File: config.mk
export PLATFORM = sky130hd
export DESIGN_NAME = dual_resource_grant_arbiter
export DESIGN_NICKNAME = d
export VERILOG_FILES = /design/src/rtl/core/drga_pkg.sv /design/src/rtl/core/drga_front.sv /design/src/rtl/core/drga_queue.sv /design/src/rtl/core/drga_back.sv /design/src/rtl/core/dual_resource_grant_arbiter.sv
export VERILOG_INCLUDE_DIRS = /design/src /design/src/rtl/core
export SDC_FILE = /design/constraint.sdc
export NUM_CORES = 1
export LEC_CHECK = 0
export BUFFER_PORTS_ARGS = -buffer_cell sky130_fd_sc_hd__buf_2
export CORE_MARGIN = 2
export CORE_UTILIZATION = 40
export CTS_BUF_LIST = sky130_fd_sc_hd__clkbuf_4
export DETAILED_ROUTE_END_ITERATION = 12
export REMOVE_ABC_BUFFERS = 1
export SYNTH_ARGS = -nofsm -noshare
export SYNTH_HDL_FRONTEND = slang
export SYNTH_SLANG_ARGS = --single-unit
File: constraint.sdc
create_clock -name clk -period 9 [get_ports clk]
set_clock_uncertainty 0.1 [all_clocks]
set_input_delay 0.45 -clock clk [delete_from_list [all_inputs] [get_ports clk]]
set_output_delay 0.45 -clock clk [all_outputs]
set_load 0.02 [all_outputs]
File: src/rtl/core/dual_resource_grant_arbiter_assert.svh
// ----------------------------------------------------------------------------
// Assertion macros for the dual resource grant arbiter
// Clocked concurrent checks with asynchronous active-low reset gating.
// ----------------------------------------------------------------------------
`ifndef DUAL_RESOURCE_GRANT_ARBITER_ASSERT_SVH
`define DUAL_RESOURCE_GRANT_ARBITER_ASSERT_SVH
`ifndef NO_ASSERTIONS
// property must hold at every clock edge out of reset
`define DRGA_ASSERT(lbl, clk, rst_n, prop) \
	lbl: assert property (@(posedge clk) disable iff (!rst_n) prop) \
		else $error("%m: assertion failed");
// expression must never be true out of reset
`define DRGA_NEVER(lbl, clk, rst_n, expr) \
	lbl: assert property (@(posedge clk) disable iff (!rst_n) !(expr)) \
		else $error("%m: forbidden condition seen");
`else
`define DRGA_ASSERT(lbl, clk, rst_n, prop)
`define DRGA_NEVER(lbl, clk, rst_n, expr)
`endif
`endif

File: src/rtl/core/drga_pkg.sv
// ----------------------------------------------------------------------------
// drga_pkg
// Shared types and constants of the dual resource grant arbiter.
// ----------------------------------------------------------------------------
package drga_pkg;

	localparam int SEAT_W         = 5;
	localparam int CFG_W          = 5;
	localparam int MAX_SEATS_DEF  = 16;
	localparam int QUEUE_DEPTH    = 2;
	localparam int APB_DATA_W     = 32;
	localparam int APB_ADDR_W     = 3;

	localparam logic [CFG_W-1:0] NUM_SEATS_RESET = CFG_W'(5);

	// command codes
	localparam logic CMD_REQUEST = 1'b0;
	localparam logic CMD_RELEASE = 1'b1;

	// register word index
	localparam logic REG_NUM_SEATS = 1'b0;

	typedef enum logic [1:0] {
		EV_GRANT   = 2'd0,
		EV_QUEUED  = 2'd1,
		EV_RELEASE = 2'd2,
		EV_REJECT  = 2'd3
	} event_t;

	typedef enum logic [1:0] {
		KIND_REQ,
		KIND_REL,
		KIND_REJ
	} kind_t;

	typedef struct packed {
		kind_t             kind;
		logic [SEAT_W-1:0] seat;
	} cmd_item_t;

	typedef struct packed {
		event_t            ev;
		logic [SEAT_W-1:0] seat;
		logic              last;
	} result_t;

endpackage

File: src/rtl/core/drga_front.sv
// ----------------------------------------------------------------------------
// drga_front
// Request intake: range check of the seat and command classification.
// ----------------------------------------------------------------------------
module drga_front (
	input  logic                          s_tvalid,
	output logic                          s_tready,
	input  logic                          cmd,
	input  logic [drga_pkg::SEAT_W-1:0]   seat,
	input  logic [drga_pkg::SEAT_W-1:0]   eff_seats,
	input  logic                          q_full,
	output logic                          q_push,
	output drga_pkg::cmd_item_t           q_item
);
	import drga_pkg::*;

	logic seat_bad;

	assign seat_bad = (seat == '0) || (seat > eff_seats);
	assign s_tready = !q_full;
	assign q_push   = s_tvalid && !q_full;

	always_comb begin
		q_item.seat = seat;
		if (seat_bad) begin
			q_item.kind = KIND_REJ;
		end else if (cmd == CMD_RELEASE) begin
			q_item.kind = KIND_REL;
		end else begin
			q_item.kind = KIND_REQ;
		end
	end

endmodule

File: src/rtl/core/drga_queue.sv
// ----------------------------------------------------------------------------
// drga_queue
// Short FIFO of classified requests between intake and execution.
// ----------------------------------------------------------------------------
module drga_queue (
	input  logic                 clk,
	input  logic                 arst_n,
	input  logic                 push,
	input  drga_pkg::cmd_item_t  push_item,
	output logic                 full,
	input  logic                 pop,
	output logic                 not_empty,
	output drga_pkg::cmd_item_t  pop_item
);
	import drga_pkg::*;

	localparam int PtrW = (QUEUE_DEPTH > 1) ? $clog2(QUEUE_DEPTH) : 1;
	localparam int CntW = $clog2(QUEUE_DEPTH + 1);

	cmd_item_t         slots_q [QUEUE_DEPTH];
	logic [PtrW-1:0]   wr_ptr_q;
	logic [PtrW-1:0]   rd_ptr_q;
	logic [CntW-1:0]   count_q;

	assign full      = (count_q == CntW'(QUEUE_DEPTH));
	assign not_empty = (count_q != '0);
	assign pop_item  = slots_q[rd_ptr_q];

	function automatic logic [PtrW-1:0] ptr_inc(input logic [PtrW-1:0] p);
		logic [PtrW-1:0] r;
		if (p == PtrW'(QUEUE_DEPTH - 1)) r = '0;
		else r = p + PtrW'(1);
		return r;
	endfunction

	always_ff @(posedge clk) begin
		if (push) begin
			slots_q[wr_ptr_q] <= push_item;
		end
	end

	always_ff @(posedge clk or negedge arst_n) begin
		if (!arst_n) begin
			wr_ptr_q <= '0;
			rd_ptr_q <= '0;
			count_q  <= '0;
		end else begin
			if (push) wr_ptr_q <= ptr_inc(wr_ptr_q);
			if (pop)  rd_ptr_q <= ptr_inc(rd_ptr_q);
			if (push && !pop) count_q <= count_q + CntW'(1);
			else if (pop && !push) count_q <= count_q - CntW'(1);
		end
	end

endmodule

File: src/rtl/core/drga_back.sv
// ----------------------------------------------------------------------------
// drga_back
// Execution: lock map, wait queue memory, release scan, result register.
// ----------------------------------------------------------------------------
module drga_back #(
	parameter int MAX_SEATS = drga_pkg::MAX_SEATS_DEF
) (
	input  logic                              clk,
	input  logic                              arst_n,
	input  logic                              clear,
	input  logic [drga_pkg::SEAT_W-1:0]       eff_seats,
	input  logic                              q_valid,
	input  drga_pkg::cmd_item_t               q_item,
	output logic                              q_pop,
	output logic                              out_valid,
	input  logic                              out_ready,
	output drga_pkg::result_t                 out_res,
	output logic [MAX_SEATS-1:0]              lock_free,
	output logic [$clog2(MAX_SEATS+1)-1:0]    wait_count
);
	import drga_pkg::*;

	localparam int AddrW = $clog2(MAX_SEATS);
	localparam int CntW  = $clog2(MAX_SEATS + 1);

	typedef enum logic [1:0] {
		ST_IDLE,
		ST_SCAN,
		ST_FLUSH
	} state_t;

	state_t              state_q;
	logic [MAX_SEATS-1:0] lock_q;
	logic [CntW-1:0]     count_q;
	logic [CntW-1:0]     rd_q;
	logic [CntW-1:0]     wr_q;
	logic [1:0]          grants_q;
	event_t              pend_ev_q;
	logic [SEAT_W-1:0]   pend_seat_q;
	logic                out_valid_q;
	result_t             out_q;

	logic [SEAT_W-1:0]   mem [MAX_SEATS];
	logic [SEAT_W-1:0]   mem_rd_q;

	logic                 out_free;
	logic                 out_load;
	logic [MAX_SEATS-1:0] req_mask;
	logic                 req_ok;
	logic [MAX_SEATS-1:0] w_mask;
	logic                 w_ok;
	logic                 scan_step;
	logic                 scan_last;
	logic                 q_full_wait;
	logic                 ren;
	logic [AddrW-1:0]     raddr;
	logic                 we;
	logic [AddrW-1:0]     waddr;
	logic [SEAT_W-1:0]    wdata;

	// both locks of seat s: s-1 and s, the latter wrapping to 0 at the ring end
	function automatic logic [MAX_SEATS-1:0] seat_mask(
		input logic [SEAT_W-1:0] s,
		input logic [SEAT_W-1:0] n
	);
		logic [SEAT_W-1:0]    left;
		logic [SEAT_W-1:0]    right;
		logic [MAX_SEATS-1:0] m;
		left  = s - SEAT_W'(1);
		right = (s == n) ? '0 : s;
		for (int i = 0; i < MAX_SEATS; i++) begin
			m[i] = (i == int'(left)) || (i == int'(right));
		end
		return m;
	endfunction

	assign out_free    = !out_valid_q || out_ready;
	assign req_mask    = seat_mask(q_item.seat, eff_seats);
	assign req_ok      = (lock_q & req_mask) == req_mask;
	assign q_full_wait = (count_q == CntW'(MAX_SEATS));
	assign w_mask      = seat_mask(mem_rd_q, eff_seats);
	assign w_ok        = (grants_q < 2'd2) && (mem_rd_q != '0) && (mem_rd_q <= eff_seats)
	                     && ((lock_q & w_mask) == w_mask);
	assign scan_last   = (rd_q + CntW'(1)) == count_q;
	assign scan_step   = (state_q == ST_SCAN) && (!w_ok || out_free);
	assign q_pop       = (state_q == ST_IDLE) && q_valid && out_free;

	// a new result enters the output register this cycle
	assign out_load = (q_pop && (q_item.kind != KIND_REL)) || (scan_step && w_ok)
	                  || ((state_q == ST_FLUSH) && out_free);

	// prefetch: entry 0 on a release, next entry on each scan step but the last
	assign ren   = (q_pop && (q_item.kind == KIND_REL)) || (scan_step && !scan_last);
	assign raddr = (state_q == ST_IDLE) ? '0 : AddrW'(rd_q + CntW'(1));

	always_comb begin
		we    = 1'b0;
		waddr = count_q[AddrW-1:0];
		wdata = q_item.seat;
		if (q_pop && (q_item.kind == KIND_REQ) && !req_ok && !q_full_wait) begin
			we = 1'b1;
		end else if (scan_step && !w_ok) begin
			we    = 1'b1;
			waddr = wr_q[AddrW-1:0];
			wdata = mem_rd_q;
		end
	end

	always_ff @(posedge clk) begin
		if (we) mem[waddr] <= wdata;
		if (ren) mem_rd_q <= mem[raddr];
	end

	always_ff @(posedge clk or negedge arst_n) begin
		if (!arst_n) begin
			state_q     <= ST_IDLE;
			lock_q      <= '1;
			count_q     <= '0;
			rd_q        <= '0;
			wr_q        <= '0;
			grants_q    <= '0;
			pend_ev_q   <= EV_RELEASE;
			pend_seat_q <= '0;
			out_valid_q <= 1'b0;
			out_q       <= '0;
		end else if (clear) begin
			state_q <= ST_IDLE;
			lock_q  <= '1;
			count_q <= '0;
		end else begin
			out_valid_q <= out_load || (out_valid_q && !out_ready);
			unique case (state_q)
				ST_IDLE: begin
					if (q_pop) begin
						unique case (q_item.kind)
							KIND_REQ: begin
								out_q.seat  <= q_item.seat;
								out_q.last  <= 1'b1;
								if (req_ok) begin
									lock_q   <= lock_q & ~req_mask;
									out_q.ev <= EV_GRANT;
								end else if (!q_full_wait) begin
									count_q  <= count_q + CntW'(1);
									out_q.ev <= EV_QUEUED;
								end else begin
									out_q.ev <= EV_REJECT;
								end
							end
							KIND_REL: begin
								lock_q      <= lock_q | req_mask;
								pend_ev_q   <= EV_RELEASE;
								pend_seat_q <= q_item.seat;
								rd_q        <= '0;
								wr_q        <= '0;
								grants_q    <= '0;
								state_q     <= (count_q == '0) ? ST_FLUSH : ST_SCAN;
							end
							default: begin
								out_q.ev    <= EV_REJECT;
								out_q.seat  <= q_item.seat;
								out_q.last  <= 1'b1;
							end
						endcase
					end
				end
				ST_SCAN: begin
					if (scan_step) begin
						if (w_ok) begin
							lock_q      <= lock_q & ~w_mask;
							out_q.ev    <= pend_ev_q;
							out_q.seat  <= pend_seat_q;
							out_q.last  <= 1'b0;
							pend_ev_q   <= EV_GRANT;
							pend_seat_q <= mem_rd_q;
							grants_q    <= grants_q + 2'd1;
						end else begin
							wr_q <= wr_q + CntW'(1);
						end
						if (scan_last) begin
							count_q <= w_ok ? wr_q : wr_q + CntW'(1);
							state_q <= ST_FLUSH;
						end else begin
							rd_q <= rd_q + CntW'(1);
						end
					end
				end
				ST_FLUSH: begin
					if (out_free) begin
						out_q.ev    <= pend_ev_q;
						out_q.seat  <= pend_seat_q;
						out_q.last  <= 1'b1;
						state_q     <= ST_IDLE;
					end
				end
				default: state_q <= ST_IDLE;
			endcase
		end
	end

	assign out_valid  = out_valid_q;
	assign out_res    = out_q;
	assign lock_free  = lock_q;
	assign wait_count = count_q;

endmodule

File: src/rtl/core/dual_resource_grant_arbiter.sv
// ----------------------------------------------------------------------------
// dual_resource_grant_arbiter
// Central arbiter granting each seat of a ring its two neighboring locks.
// Path: request or rejected command: intake queue, then result register.
// Throughput: requests sustain 1 per cycle unless stalled; a release holds
//   the executor for a scan (one queued seat examined per cycle if unstalled).
// Results: release then up to two grants, the last flagged by m_tlast.
// Reset: arst_n async; all locks free, wait queue empty, num_seats = 5.
// ----------------------------------------------------------------------------
`include "dual_resource_grant_arbiter_assert.svh"

module dual_resource_grant_arbiter #(
	parameter int MAX_SEATS = drga_pkg::MAX_SEATS_DEF
) (
	input  logic                              clk,
	input  logic                              arst_n,
	// APB configuration port
	input  logic                              psel,
	input  logic                              penable,
	input  logic                              pwrite,
	input  logic [drga_pkg::APB_ADDR_W-1:0]   paddr,
	input  logic [drga_pkg::APB_DATA_W-1:0]   pwdata,
	output logic [drga_pkg::APB_DATA_W-1:0]   prdata,
	output logic                              pready,
	// command stream
	input  logic                              s_tvalid,
	output logic                              s_tready,
	input  logic [7:0]                        s_tdata,  // [0] cmd, [5:1] seat, [7:6] zero
	// result stream
	output logic                              m_tvalid,
	input  logic                              m_tready,
	output logic [7:0]                        m_tdata,  // [1:0] event_res, [6:2] target_seat
	output logic                              m_tlast
);
	import drga_pkg::*;

	localparam int CntW = $clog2(MAX_SEATS + 1);

	logic [CFG_W-1:0]     num_seats_q;
	logic [SEAT_W-1:0]    eff_seats;
	logic                 cfg_wr;
	logic                 reg_sel;

	logic                 q_push;
	logic                 q_full;
	logic                 q_pop;
	logic                 q_valid;
	cmd_item_t            push_item;
	cmd_item_t            pop_item;

	logic                 out_valid;
	result_t              out_res;
	logic [MAX_SEATS-1:0] lock_free;
	logic [CntW-1:0]      wait_count;
	logic                 grant_out;
	logic                 grant_seat_ok;

	// ---------------- configuration ----------------
	// One register at word 0. Writing it also wipes locks and wait queue,
	// handled in the executor through cfg_wr.
	assign pready  = 1'b1;
	assign reg_sel = (paddr[2] == REG_NUM_SEATS);
	assign cfg_wr  = psel && penable && pwrite && pready && reg_sel;
	assign prdata  = reg_sel ? APB_DATA_W'(num_seats_q) : '0;

	always_ff @(posedge clk or negedge arst_n) begin
		if (!arst_n) begin
			num_seats_q <= NUM_SEATS_RESET;
		end else if (cfg_wr) begin
			num_seats_q <= pwdata[CFG_W-1:0];
		end
	end

	// ring size in use: register clamped to 2..MAX_SEATS
	always_comb begin
		if (num_seats_q < CFG_W'(2)) begin
			eff_seats = SEAT_W'(2);
		end else if (int'(num_seats_q) > MAX_SEATS) begin
			eff_seats = SEAT_W'(MAX_SEATS);
		end else begin
			eff_seats = num_seats_q;
		end
	end

	// ---------------- intake ----------------
	// Seat range check happens here so the executor only sees
	// request, release or reject.
	drga_front u_front (
		.s_tvalid  (s_tvalid),
		.s_tready  (s_tready),
		.cmd       (s_tdata[0]),
		.seat      (s_tdata[5:1]),
		.eff_seats (eff_seats),
		.q_full    (q_full),
		.q_push    (q_push),
		.q_item    (push_item)
	);

	// decouples intake from a long release scan
	drga_queue u_queue (
		.clk       (clk),
		.arst_n    (arst_n),
		.push      (q_push),
		.push_item (push_item),
		.full      (q_full),
		.pop       (q_pop),
		.not_empty (q_valid),
		.pop_item  (pop_item)
	);

	// ---------------- execution ----------------
	// Owns lock map and wait queue. Release scan walks the queue oldest
	// first, compacting non-granted waiters in place. The release result
	// is held until the next grant or scan end so its last flag is known.
	drga_back #(
		.MAX_SEATS (MAX_SEATS)
	) u_back (
		.clk        (clk),
		.arst_n     (arst_n),
		.clear      (cfg_wr),
		.eff_seats  (eff_seats),
		.q_valid    (q_valid),
		.q_item     (pop_item),
		.q_pop      (q_pop),
		.out_valid  (out_valid),
		.out_ready  (m_tready),
		.out_res    (out_res),
		.lock_free  (lock_free),
		.wait_count (wait_count)
	);

	assign m_tvalid = out_valid;
	assign m_tdata  = {1'b0, out_res.seat, out_res.ev};
	assign m_tlast  = out_res.last;

	// ---------------- checks ----------------
	assign grant_out     = out_valid && (out_res.ev == EV_GRANT);
	assign grant_seat_ok = (out_res.seat != '0) && (out_res.seat <= eff_seats);

	`DRGA_ASSERT(a_cfg_clears, clk, arst_n, cfg_wr |=> (lock_free == '1 && wait_count == '0))
	`DRGA_NEVER(a_wait_bound, clk, arst_n, int'(wait_count) > MAX_SEATS)
	`DRGA_ASSERT(a_grant_seat_ok, clk, arst_n, grant_out |-> grant_seat_ok)

endmodule

==> results.py <==
metrics = {
    "route": {
        "routed_via_density": 5.68,
        "drt-total-wl_um": 24900,
        "first_iter_violations": 639,
        "num_vias": 7286,
        "ant_nets": 0,
        "firstDrtPassIters": 6,
        "drc": 0,
        "avgRoutedWirePerCell_um": 19.4,
    },
    "clocking": {
        "cts-htree-levels": 4,
        "cts_sinks": 158,
        "root_buffer": "clkbuf_4",
        "clk_latency_ns": 0.61,
        "cts_tree": "yes",
        "clk_path_buf_depth": 2,
        "hold_buffers": 11,
        "cts_buffers": 17,
        "cts.clk_slew.worst_paths_ns": 0.16,
        "post_cts_resized": 0,
        "post-cts-setup-buffers": 0,
    },
    "final_layout": {
        "num-fill-cells": 2261,
        "regArea_um2": 4470,
        "drive_above_1_share": 0.146,
        "syn2layout_area_growth_pct": 7.33,
        "multi_input_comb_area_um2": 4440,
        "fin_nets": 1019,
    },
    "sta": {
        "timing.final.crit_share": 0.586,
        "hold_viol": 0,
        "finalSetupViolations": 0,
        "final_max_slew_viol_count": 0,
        "tightest_slew_ns": 1.17,
        "fin_setup_tns_ns": 0,
        "max_freq_mhz": 190,
        "fin_ws_ns": 3.73,
        "period_minus_slack_ns": 5.27,
        "whs_ns": 0.0491,
        "rsz0062_at_grt": "no",
        "slew_headroom": 0.221,
    },
    "place": {
        "dp_hpwl_um": 17500,
        "gp_congestion": 0.895,
        "pre_cts_slack_ns": 3.90,
        "place.port_buffers": 33,
    },
    "global_routing": {
        "antenna_found_initial": 1,
        "grt_max_degree": 60,
        "grt_pass1_wl_um": 39200,
        "grt.overflow.total": 0,
        "grt_pass1_vias": 6790,
        "grt_use_total": 0.208,
    },
    "synth": {
        "synth_edf_count": 99,
        "synthSimpleGateAreaFrac": 0.159,
        "synth.distinct_cells": 93,
        "synth_top_area_frac": 0.315,
        "synth_top_family_by_area": "compound AO/OA/AOI/OAI gates",
        "async_reset_ff_frac": 0.373,
        "yosys_register_bits": 158,
        "yosysMostFrequentCell": "edfxtp_1",
        "synth_fa_ha_area_frac": 0.0265,
        "synthMuxAreaShare": 0.0468,
        "yosys.area.top_type": "edfxtp_1",
        "synthTopCellsByCount": "edfxtp_1, nand2_1, a21oi_1, nor2_1, o21ai_0",
        "synth_compound_area_frac": 0.208,
        "syn_avg_cell_area_um2": 10.1,
        "ys_seq_area_frac": 0.474,
        "ys_warn_count": 0,
        "synth_xor_area_frac": 0.0195,
        "netlist_instances": 933,
        "syn-cell-area_um2": 9430,
        "synth-main-ff-cell": "edfxtp_1",
        "synthTopCellsByArea": "edfxtp_1, dfrtp_1, dfstp_2",
    },
    "setup_path": {
        "reg2reg_depth": 10,
        "critPathRequiredTime_ns": 9.13,
        "critPathMaxFanout": 20,
        "path_class": "reg2reg",
        "crit_path_start_kind": "register",
        "worstPathArrival_ns": 5.40,
        "rrSetupSlack_ns": 3.73,
        "rr_endpoint": "u_back.mem[11][1]",
        "critPathCaptureType": "register",
        "r2r-start": "u_queue.rd_ptr_q",
    },
    "floorplanning": {
        "die_area_um2": 24800,
        "die_y_um": 158,
        "io_pins": 94,
        "initial_core_util": 0.404,
        "std_cell_rows": 56,
        "core_area_um2": 23300,
        "die_w_um": 158,
    },
    "pwr": {
        "p_total_w": 0.00304,
        "power_density_nw_per_um2": 301,
        "p_leak_nw": 3.68,
        "irDropWorstVdd_v": 0.000127,
    },
    "worst_hold_path": {
        "hp-class": "in2reg",
        "holdPathStages": 3,
        "holdPathEnd": "u_back.out_valid",
        "worstHoldStart": "m_tready",
    },
    "status": {
        "outcome": "completed",
    },
    "run": {
        "drv_cap": 0,
    },
}
-- layer usage --
metal	GRT usage	wire length, µm	vias to the layer above
li1	-	-	3476
met2	0.324	11600	236
met3	0.0424	1390	33
met1	0.294	11500	3541
met5	0	0	-
met4	0.0589	438	0
-- layout make-up --
type                       instances  area share
antenna                            1    0.000247
clock buffer                      17      0.0126
clock inverter                    15      0.0181
inverter                          33      0.0122
multi-input combinational        683       0.439
sequential                       158       0.442
tap                              319      0.0394
timing repair buffer              56      0.0361
-- critical path: stages (launching register included) --
cell     delay (ns)
dfrtp_1        0.75
buf_4          0.35
mux2i_2        0.70
or3_4          0.27
a21oi_1        0.07
a31oi_1        0.48
a22oi_1        0.12
and4_1         0.42
o21ai_2        0.62
nor2_1         0.08
a21oi_1        0.92
-- worst max path at each step --
stage / startpoint / endpoint / slack [ns] / depth (start not counted)
6_report: u_queue.rd_ptr_q / u_back.mem[11][1] / 3.73 / 10
5_1_grt: u_queue.rd_ptr_q / u_back.mem[11][1] / 3.32 / 10
4_1_cts: u_queue.rd_ptr_q / u_back.mem[11][1] / 3.86 / 10
3_5_place_dp: u_queue.rd_ptr_q / u_back.mem[2][1] / 3.90 / 10
3_3_place_gp: u_queue.rd_ptr_q / u_back.mem[6][1] / 3.96 / 10
2_1_floorplan: u_queue.rd_ptr_q / u_back.mem[12][0] / 5.12 / 9
-- cells in the final DEF (no fill, tap or decap), types with 8 or more instances in the layout --
cell,instances
inv_1,33
o22ai_1,12
buf_2,33
or3_1,17
o32a_1,9
edfxtp_1,99
a211oi_1,16
nand2_1,82
nand2b_1,14
buf_4,12
mux2_2,8
clkbuf_4,17
xor2_1,13
nor3_1,15
o21ai_1,16
nor2_1,67
dlygate4sd3_1,11
dfstp_2,19
mux4_2,8
xnor2_1,8
a21oi_1,71
nor2b_1,13
dfrtp_1,40
nand3_1,27
ha_1,19
and2_1,8
conb_1,29
mux2i_1,13
o21ai_0,50
o211ai_1,13
-- report_power, final --
part,total (W),internal (W),switching (W)
registers,0.00121,0.00100,0.000204
clock network,0.000460,0.000134,0.000326
logic,0.00137,0.000489,0.000885
total,0.00304,0.00163,0.00141
-- sequential cells by signal, indices dropped and copies added (netlist names) --
signal and cells:
num_seats_q 5, u_back.grants_q 2, u_back.lock_free 16, u_back.mem 80, u_back.mem_rd_q 5, u_back.out_res 8, u_back.out_valid 1, u_back.pend_ev_q 1
u_back.pend_seat_q 5, u_back.rd_q 5, u_back.state_q 2, u_back.wait_count 5, u_back.wr_q 5, u_queue.count_q 2, u_queue.rd_ptr_q 1, u_queue.slots_q 14
u_queue.wr_ptr_q 1
-- logic make-up after synthesis --
group	count (synthesis)
and+or+nand+nor	295
xor gates and xnor gates	21
adders and majority gates	20
muxes	32
buffers and inverters	119
other	2
DFF	158
AOI/OAI and AO/OA	286
-- through the flow --
| stage | area [µm²] | utilization | std cells |
|---|---|---|---|
| after floorplan | 9040 | - | 874 |
| after global placement | 9700 | 0.416 | 1238 |
| after CTS | 10100 | 0.434 | 1281 |
| after global routing | 10100 | 0.434 | 1282 |
| after detailed placement | 9700 | 0.416 | 1238 |
| final | 10100 | 0.434 | 1282 |
Note: power is estimated with default switching activity, not from simulation.
